===== config.mk =====
export PLATFORM = sky130hd
export DESIGN_NAME = rmapq_mulmod
export DESIGN_NICKNAME = d
export VERILOG_FILES = /design/src/rtl/range_mul_add_point_query_mod_defines.svh /design/src/rtl/rmapq_pkg.sv /design/src/rtl/rmapq_mulmod.sv
export SDC_FILE = /design/constraint.sdc
export NUM_CORES = 1
export LEC_CHECK = 0
export ABC_AREA = 1
export ABC_CLOCK_PERIOD_IN_PS = 6600
export BUFFER_PORTS_ARGS = -buffer_cell sky130_fd_sc_hd__buf_2
export CAP_MARGIN = 0
export CORE_ASPECT_RATIO = 1.5
export CORE_MARGIN = 4
export CORE_UTILIZATION = 50
export CTS_CLUSTER_DIAMETER = 200
export DETAILED_ROUTE_END_ITERATION = 8
export PLACE_DENSITY = 0.66
export SLEW_MARGIN = 15
export SYNTH_ARGS = -nofsm -noshare
export SYNTH_HDL_FRONTEND = slang
export SYNTH_SLANG_ARGS = --single-unit

===== constraint.sdc =====
create_clock -name i_clk -period 6.6 [get_ports i_clk]
set_clock_uncertainty 0.1 [all_clocks]
set_input_delay 0.66 -clock i_clk [delete_from_list [all_inputs] [get_ports i_clk]]
set_output_delay 0.66 -clock i_clk [all_outputs]
set_load 0.005 [all_outputs]

===== src/rtl/range_mul_add_point_query_mod_defines.svh =====
// ----------------------------------------------------------------------------
// Assertion macros for range_mul_add_point_query_mod
// Checks compile in when SYNTH is not defined, and vanish otherwise.
// ----------------------------------------------------------------------------
`ifndef RANGE_MUL_ADD_POINT_QUERY_MOD_DEFINES_SVH
`define RANGE_MUL_ADD_POINT_QUERY_MOD_DEFINES_SVH

`ifndef SYNTH
// Check that is switched off while reset is asserted.
`define RMAPQ_ASSERT(lbl, clk, rstn, prop) \
    lbl: assert property (@(posedge clk) disable iff (!rstn) prop) \
        else $error("range_mul_add_point_query_mod: check failed");
// Check that also holds during reset.
`define RMAPQ_ASSERT_ALWAYS(lbl, clk, prop) \
    lbl: assert property (@(posedge clk) prop) \
        else $error("range_mul_add_point_query_mod: check failed");
`else
`define RMAPQ_ASSERT(lbl, clk, rstn, prop)
`define RMAPQ_ASSERT_ALWAYS(lbl, clk, prop)
`endif

`endif


===== src/rtl/rmapq_pkg.sv =====
// ----------------------------------------------------------------------------
// rmapq_pkg
// Shared constants and types of the range multiply/add point query block.
// ----------------------------------------------------------------------------
package rmapq_pkg;

    localparam int unsigned MODULUS     = 10007;
    localparam int unsigned MAX_LEN     = 1024;
    localparam int unsigned BLOCK_SIZE  = 32;
    localparam int unsigned NUM_BLOCKS  = (MAX_LEN + BLOCK_SIZE - 1) / BLOCK_SIZE;

    localparam int unsigned VAL_W  = 14;
    localparam int unsigned POS_W  = 11;
    localparam int unsigned ADDR_W = $clog2(MAX_LEN);
    localparam int unsigned OFS_W  = $clog2(BLOCK_SIZE);
    localparam int unsigned BLK_W  = $clog2(NUM_BLOCKS);

    // Modular reduction by a scaled reciprocal.
    localparam int unsigned PROD_W      = 2 * VAL_W;
    localparam int unsigned RECIP_SHIFT = PROD_W;
    localparam int unsigned RECIP       = (1 << RECIP_SHIFT) / MODULUS;
    localparam int unsigned QUO_W       = 15;
    localparam int unsigned REM_W       = 15;

    typedef enum logic [1:0] {
        OP_MUL   = 2'd0,
        OP_ADD   = 2'd1,
        OP_QUERY = 2'd2,
        OP_LOAD  = 2'd3
    } t_op;

    typedef logic [VAL_W-1:0]  t_val;
    typedef logic [ADDR_W-1:0] t_addr;

endpackage


===== src/rtl/rmapq_mulmod.sv =====
// ----------------------------------------------------------------------------
// rmapq_mulmod
// Four-stage pipelined (a * b + c) mod 10007 with a passed-through tag.
// ----------------------------------------------------------------------------
module rmapq_mulmod (
    input  logic                         i_clk,
    input  logic                         i_rst_n,
    input  logic                         i_start,
    input  rmapq_pkg::t_val              i_a,
    input  rmapq_pkg::t_val              i_b,
    input  rmapq_pkg::t_val              i_c,
    input  rmapq_pkg::t_addr             i_tag,
    output logic                         o_done,
    output logic                         o_busy,
    output rmapq_pkg::t_val              o_res,
    output rmapq_pkg::t_addr             o_tag
);
    import rmapq_pkg::*;

    logic                     r_v1, r_v2, r_v3, r_v4;
    logic [PROD_W-1:0]        r_p1, r_p2;
    logic [QUO_W-1:0]         r_q2;
    logic [REM_W-1:0]         r_r3;
    t_val                     r_c1, r_c2, r_c3;
    t_addr                    r_t1, r_t2, r_t3, r_t4;
    t_val                     r_res;

    logic [PROD_W+QUO_W-1:0]  recip_prod;
    logic [PROD_W:0]          q_times_p;
    logic [PROD_W:0]          diff;
    logic [REM_W-1:0]         rem1;
    logic [REM_W-1:0]         sum;
    logic [REM_W-1:0]         sum_red;

    // The quotient estimate undershoots by at most two, so the remainder
    // stays below three times the modulus.
    assign recip_prod = (PROD_W+QUO_W)'(r_p1) * (PROD_W+QUO_W)'(RECIP);
    assign q_times_p  = (PROD_W+1)'(r_q2) * (PROD_W+1)'(MODULUS);
    assign diff       = (PROD_W+1)'(r_p2) - q_times_p;

    always_comb begin
        if (r_r3 >= REM_W'(2 * MODULUS)) begin
            rem1 = r_r3 - REM_W'(2 * MODULUS);
        end else if (r_r3 >= REM_W'(MODULUS)) begin
            rem1 = r_r3 - REM_W'(MODULUS);
        end else begin
            rem1 = r_r3;
        end
        sum     = rem1 + REM_W'(r_c3);
        sum_red = (sum >= REM_W'(MODULUS)) ? sum - REM_W'(MODULUS) : sum;
    end

    always_ff @(posedge i_clk) begin
        if (!i_rst_n) begin
            r_v1 <= 1'b0;
            r_v2 <= 1'b0;
            r_v3 <= 1'b0;
            r_v4 <= 1'b0;
        end else begin
            r_v1 <= i_start;
            r_v2 <= r_v1;
            r_v3 <= r_v2;
            r_v4 <= r_v3;
        end
        r_p1  <= PROD_W'(i_a) * PROD_W'(i_b);
        r_c1  <= i_c;
        r_t1  <= i_tag;
        r_q2  <= recip_prod[RECIP_SHIFT +: QUO_W];
        r_p2  <= r_p1;
        r_c2  <= r_c1;
        r_t2  <= r_t1;
        r_r3  <= diff[REM_W-1:0];
        r_c3  <= r_c2;
        r_t3  <= r_t2;
        r_res <= sum_red[VAL_W-1:0];
        r_t4  <= r_t3;
    end

    assign o_done = r_v4;
    assign o_busy = r_v1 | r_v2 | r_v3 | r_v4;
    assign o_res  = r_res;
    assign o_tag  = r_t4;

endmodule


* Word-level counts from Yosys, hierarchy flattened
Cells that the tools add are included.
** Word-level totals
- Flip-flop bits (word level) :: 173
- Bits in latches :: 0
- RAM bits :: 0
- ROM bits :: 0
- Input bits :: 55
- Logic and storage cells :: 33
- Memories :: 0
** Cells by class
- $add $sub $neg :: 5
- $mul :: 3
- Div/mod/pow operators :: 0
- $lt $le $gt $ge :: 3
- Equality and inequality tests :: 0
- Shift operators :: 0
- Multiplexer cells :: 3
- Bitwise operators :: 3
- Reduce and logical (&&, ||, !) cells :: 0
** Operators by type and width (count)
- $mul 28x12->40 const B :: 1
- $ge 15x14->1 const B :: 2
- $mux 15 :: 2
- $mul 14x14->28 :: 1
- $add 15x14->15 :: 1
- $ge 15x15->1 const B :: 1
- $mul 15x14->15 const B :: 1
- $sub 15x14->15 const B :: 1
- $sub 15x15->15 :: 1
- $sub 15x15->15 const B :: 1
- $mux 14 :: 1
- $sub 14x14->14 const B :: 1
- $or 1x1->1 :: 3

* Depth between registers and ports, before layout
Gate-level depths: netlist of run 1.
- Depth after elaboration :: 6
- Depth in mapped cells :: 30
- Depth with buffers taken out :: 29

* Worst setup path after synthesis of run 1
OpenSTA, ideal clock, no wires.
- Kind :: input -> register
- From :: in i_b[2]
- To :: reg r_p1[26]
- Library setup time :: 0.127 ns
- Arrival time :: 5.484 ns
- Slack :: 0.890 ns
- Cell stages on the path :: 25
- Cells stage by stage :: clkbuf_1 nand2_1 inv_1 fa_1 inv_1 fa_1 inv_1 fa_1 inv_1 fa_1 inv_1 fa_1 inv_1 fa_1 inv_1 ha_1 nand2_1 nand2_1 nand3_1 nand2_1 a21oi_1 o21ai_0 a21boi_0 o21ai_0 xor2_1
** On the way
- Longest elaborated chain between the ends :: 1
** RTL lines
- start, declared :: line rmapq_mulmod.sv:10 : input rmapq_pkg::t_val i_b,
- $mul 14x14->28 :: line rmapq_mulmod.sv:65 : r_p1 <= PROD_W'(i_a) * PROD_W'(i_b);
- end signal, assigned :: line rmapq_mulmod.sv:65
- end, declared :: line rmapq_mulmod.sv:21 : logic [PROD_W-1:0] r_p1, r_p2;
Every way passes these cells.
A chain may end at the register's enable or synchronous reset.

* Worst setup path after layout of run 1
Same ends and word-level chain as after synthesis.

==> flow_summary.toml, run 1 <==
[outcome]
status = "completed"

[global_route]
grt_max_degree = 17
grt_antenna_before_repair = 1
grt_usage = 0.220
grt_pass1_vias = 16900
grt_overflow = 0
grt_pass1_wl_mm = 78.8

[timing]
rsz0062_at_grt = "no"
fin_crit_sh = 0.869
tightest_slew_ps = 593
slew_headroom = 0.604
slew_viol_final = 0
finalSetupTns_ps = 0
hold_violations = 0
setup_viol = 0
fin_crit_ps = 5740
holdWs_ps = 201
clock.fmax_mhz = 174

[logic_synthesis]
async_flop_share = 0
ys_warn_count = 0
yosysUniqueCellTypes = 43
synth_cells = 2462
avgSynthCellArea_um2 = 8.31
synth_top_area_frac = 0.272
yosysTopAreaCell = "fa_1"
ys_top_cells_by_area = "fa_1 (27%), ha_1 (19%), dfxtp_1 (17%)"
syn_area_um2 = 20500
synth-edff-count = 0
synthFlopType = "dfxtp_1"
seq_area_frac_synth = 0.169
syn_nets = 3107
synth-seq-cells = 173

[clocking]
clk_latency_ps = 460
htree_levels = 4
cts_buffers = 17
post_cts_resized = 0
cts.clk_slew.worst_paths_ps = 70
cts_root_buf = "clkbuf_16"
tritoncts_num_sinks = 173
post_cts_buffers = 0
clock_tree.buffer_depth = 2
postCtsHoldBufs = 0
cts_tree = "built"

[final_layout]
finalInstanceArea_um2 = 22000
syn2layout_area_growth_pct = 7.26
drive_above_1_share = 0.0574
diodes = 0
instances_no_fill = 3048
final_net_count = 3174

[place]
post-dp-hpwl_mm = 40.3
postPlaceCellArea_um2 = 21400
port_buffers = 80
gp_congestion = 0.965
dp.cells = 3016

[job]
drv_cap = 0

[critical_path]
worstSetupPathType = "input pin to flip-flop"
crit_top_cell = "inv_1"
max_stage_delay_ps = 530
crit_family = "adder cells"
cp_slowest_cell = "fa_1"
critPathRequiredTime_ps = 6840
worst-path-buf-inv = 8
worstSetupEndpointType = "flip-flop"
start_kind = "input pin"
cp.arrival_ps = 5980
worstPathMaxFanout = 14

[hold_path]
min_path_type = "input pin to flip-flop"

[die]
die_area_um2 = 44300
dieHeight_um = 256
ios = 81
rows = 90
core_um2 = 40300
die_w_um = 173
start_util = 0.508

[detailed_routing]
via_per_inst = 5.03
drc = 0
drtAntennaViolNets = 0
wirelength_mm = 46.4
dr.pass1.iters = 7
first_iter_violations = 574
vias = 15300
routedWlPerCell_um = 15.2
## cell families (layout without fill, tap and decap cells)
family	Yosys count	after routing	share of synthesized area
DFF	173	173	0.169
and+or+nand+nor	739	739	0.151
xor gates and xnor gates	95	95	0.0410
adders and majority gates	590	590	0.463
buffers and inverters	675	755	0.125
AOI/OAI and AO/OA	190	190	0.0511
## synthesized netlist by cell type (4+ instances only)
library cell and number:
nand2_2 10, nand3_2 6, nand3b_1 8, nor2_1 89, inv_2 5, xor2_1 68, nand4_1 21, xnor2_1 26
a21boi_0 6, ha_1 312, o211ai_1 4, o21ai_0 57, a21oi_1 93, nand3_1 75, clkbuf_1 29, a211oi_1 5
o21bai_1 7, inv_1 636, nand2_1 495, a21o_1 5, dfxtp_1 173, fa_1 278, nor3_1 20
## flip-flops by register name, indices dropped and copies added, names as in the netlist
register	cells
o_done	1
o_res	14
o_tag	10
r_c1	14
r_c2	14
r_c3	14
r_p1	28
r_p2	15
r_q2	15
r_r3	15
r_t1	10
r_t2	10
r_t3	10
r_v1	1
r_v2	1
r_v3	1
## worst reg2reg max path: cells and delay by family (launching register included)
kind,cells,cell delay (ps)
compound gates,3,560
fa+ha+maj,7,3120
buf+inv,4,290
flops,1,380
simple gates,5,380
## placed cells by master, fill, tap and decap left out, types with 4 or more instances in the layout
cell type	n
inv_2	5
nor2_1	89
a211oi_1	5
nand2_2	10
xnor2_1	26
nand3_2	6
a21oi_1	93
o211ai_1	4
ha_1	312
a21boi_0	6
nor3_1	20
nand3_1	75
buf_2	80
fa_1	278
o21ai_0	57
nand4_1	21
inv_6	4
inv_1	636
nand3b_1	8
xor2_1	68
clkbuf_16	17
nand2_1	495
dfxtp_1	173
a21o_1	5
o21bai_1	7
## worst paths after layout
check,start,to,slack [ps],depth (start not counted)
worst max-delay path,i_b[2],r_p1[26]$_DFF_P_,860,25
worst min-delay path,i_tag[9],r_t1[9]$_DFF_P_,200,1
worst max register to register,r_q2[10]$_DFF_P_,r_r3[14]$_DFF_P_,1650,19
worst min register to register,r_c2[2]$_DFF_P_,r_c3[2]$_DFF_P_,220,0
## final cells by class
| cell class | instances | area [um^2] |
|---|---|---|
| repair buffers | 81 | 408 |
| multi-input cells | 1614 | 14500 |
| clock buffers | 19 | 433 |
| well taps | 506 | 633 |
| clock inverters | 13 | 153 |
| fillers | 3841 | 18400 |
| inverters | 642 | 2410 |
| flip-flops and latches | 173 | 3460 |
## metal layers
metal  vias to the layer above  global-route usage  part of all wire
met5                         -                   0                 0
li1                       7570                   -                 -
met1                      7335               0.212              0.35
met2                       289               0.436              0.56
met4                         0               0.135             0.069
met3                       146              0.0270             0.023
## metrics by stage
step / util / setup slack [ps]
after floorplan: - / 890
after global placement: 0.530 / 442
after detailed placement: 0.530 / 370
after CTS: 0.545 / 867
after global routing: 0.545 / 606
final: 0.545 / 862
Power of run 1 is left out: the tool's default activity adds up to more than one toggle a clock period on the data nets, which glitch-free logic cannot reach.
==> run 2: changes to the inputs <==
Settings changed: ABC_CLOCK_PERIOD_IN_PS 6600 to 6800.
Clock period 6.6 ns to 6.8 ns, I/O delays scaled along.
==> run 2 against run 1 <==
Setup slack gained 170 ps. Critical path depth stayed put. Cell count is the same. Sequential share of layout area barely moved. Hold slack better by 21 ps. Core utilization about the same. Global-route usage fell by 0.093 points. Via count increased by 0.47%. Register-to-register slack improved by 210 ps. Routed wire length fell by 0.38%. First-iteration DRC count fell by 3.7%. Design area about the same. Highest routed layer unchanged.
==> flow_summary.toml, run 2 (synthesis results as in run 1) <==
[timing]
clock.fmax_mhz = 173
hold_violations = 0
fin_crit_ps = 5770
tightest_slew_ps = 583
slew_headroom = 0.611
fin_crit_sh = 0.848
setup_viol = 0
slew_viol_final = 0
finalSetupTns_ps = 0
holdWs_ps = 222
rsz0062_at_grt = "no"

[clocking]
post_cts_buffers = 0
clock_tree.buffer_depth = 2
tritoncts_num_sinks = 173
cts_tree = "built"
htree_levels = 4
cts_root_buf = "clkbuf_16"
cts_buffers = 17
cts.clk_slew.worst_paths_ps = 70
clk_latency_ps = 460
postCtsHoldBufs = 0
post_cts_resized = 0

[detailed_routing]
routedWlPerCell_um = 15.2
first_iter_violations = 553
dr.pass1.iters = 5
drc = 0
wirelength_mm = 46.2
vias = 15400
via_per_inst = 5.06
drtAntennaViolNets = 0

[hold_path]
min_path_type = "input pin to flip-flop"
hp-start = "i_tag[9]"

[critical_path]
crit_start = "i_a[7]"
worstSetupPathType = "input pin to flip-flop"
cp.arrival_ps = 6010
worstSetupEndpointType = "flip-flop"
start_kind = "input pin"
critPathRequiredTime_ps = 7050
worstPathMaxFanout = 14
rr_startpoint = "r_q2[10]$_DFF_P_"

[die]
core_um2 = 40300
rows = 90
die_w_um = 173
dieHeight_um = 256
start_util = 0.508
ios = 81
die_area_um2 = 44300

[global_route]
grt_overflow = 0
grt_antenna_before_repair = 0
grt_pass1_vias = 16900
grt_max_degree = 17
grt_usage = 0.219
grt_pass1_wl_mm = 78.7

[place]
gp_congestion = 0.965
post-dp-hpwl_mm = 40.2
port_buffers = 80
postPlaceCellArea_um2 = 21400

[final_layout]
largest-register = "r_p1"
final_cell_mix = "inv_1 (636), nand2_1 (495), ha_1 (312)"
largest_reg_flops = 28
final_common_cell = "inv_1"
utilization = 0.545
drive_above_1_share = 0.0574
finalInstanceArea_um2 = 22000
final_net_count = 3174
syn2layout_area_growth_pct = 7.27
diodes = 0

[outcome]
status = "completed"

[job]
drv_cap = 0
run 2: changes by cell type in the layout (fill, tap and decap cells not counted), sizes merged:
| cell | before | now |
|---|---|---|
| inv | 647 | 648 |
| clkinvlp | 1 | 0 |
run 2: routing by layer:
| metal | vias up | part of all wire | track usage |
|---|---|---|---|
| met1 | 7378 | 0.35 | 0.215 |
| met3 | 148 | 0.026 | 0.0222 |
| met4 | 0 | 0.067 | 0.130 |
| met5 | - | 0 | 0 |
| li1 | 7580 | - | - |
| met2 | 306 | 0.56 | 0.435 |
run 2: cell type report:
class                           instances  area (um^2)
Inverter                              642         2410
Sequential cell                       173         3460
Clock inverter                         13          154
Timing Repair Buffer                   81          408
Tap cell                              506          633
Fill cell                            3804        18400
Clock buffer                           19          433
Multi-Input combinational cell       1614        14500
run 2: worst max-delay path, stage by stage:
cell and delay (ps):
buf_2 190, nand2_1 90, inv_1 50, fa_1 530, inv_1 50, fa_1 480, inv_1 50, fa_1 520
inv_1 60, fa_1 540, inv_1 50, fa_1 470, inv_1 40, fa_1 480, inv_1 60, ha_1 330
nand2_1 80, nand2_1 60, nand3_1 60, nand2_1 50, a21oi_1 200, o21ai_0 220, a21boi_0 350, o21ai_0 150
xor2_1 150
run 2: metrics by stage:
step | setup WS [ps] | instances
after detailed placement | 552 | 3016
after CTS | 1020 | 3048
after global placement | 622 | 3016
after global routing | 798 | 3048
after floorplan | 1070 | 2462
final | 1030 | 3048
run 2: final timing paths:
kind                            to  slack (ps)  cells after the start
setup reg to reg  r_r3[14]$_DFF_P_        1860                     19
hold / removal     r_t1[9]$_DFF_P_         220                      1
hold reg to reg    r_c2[4]$_DFF_P_         220                      0
setup / recovery  r_p1[26]$_DFF_P_        1030                     25
Power of run 2 is left out for the same reason.
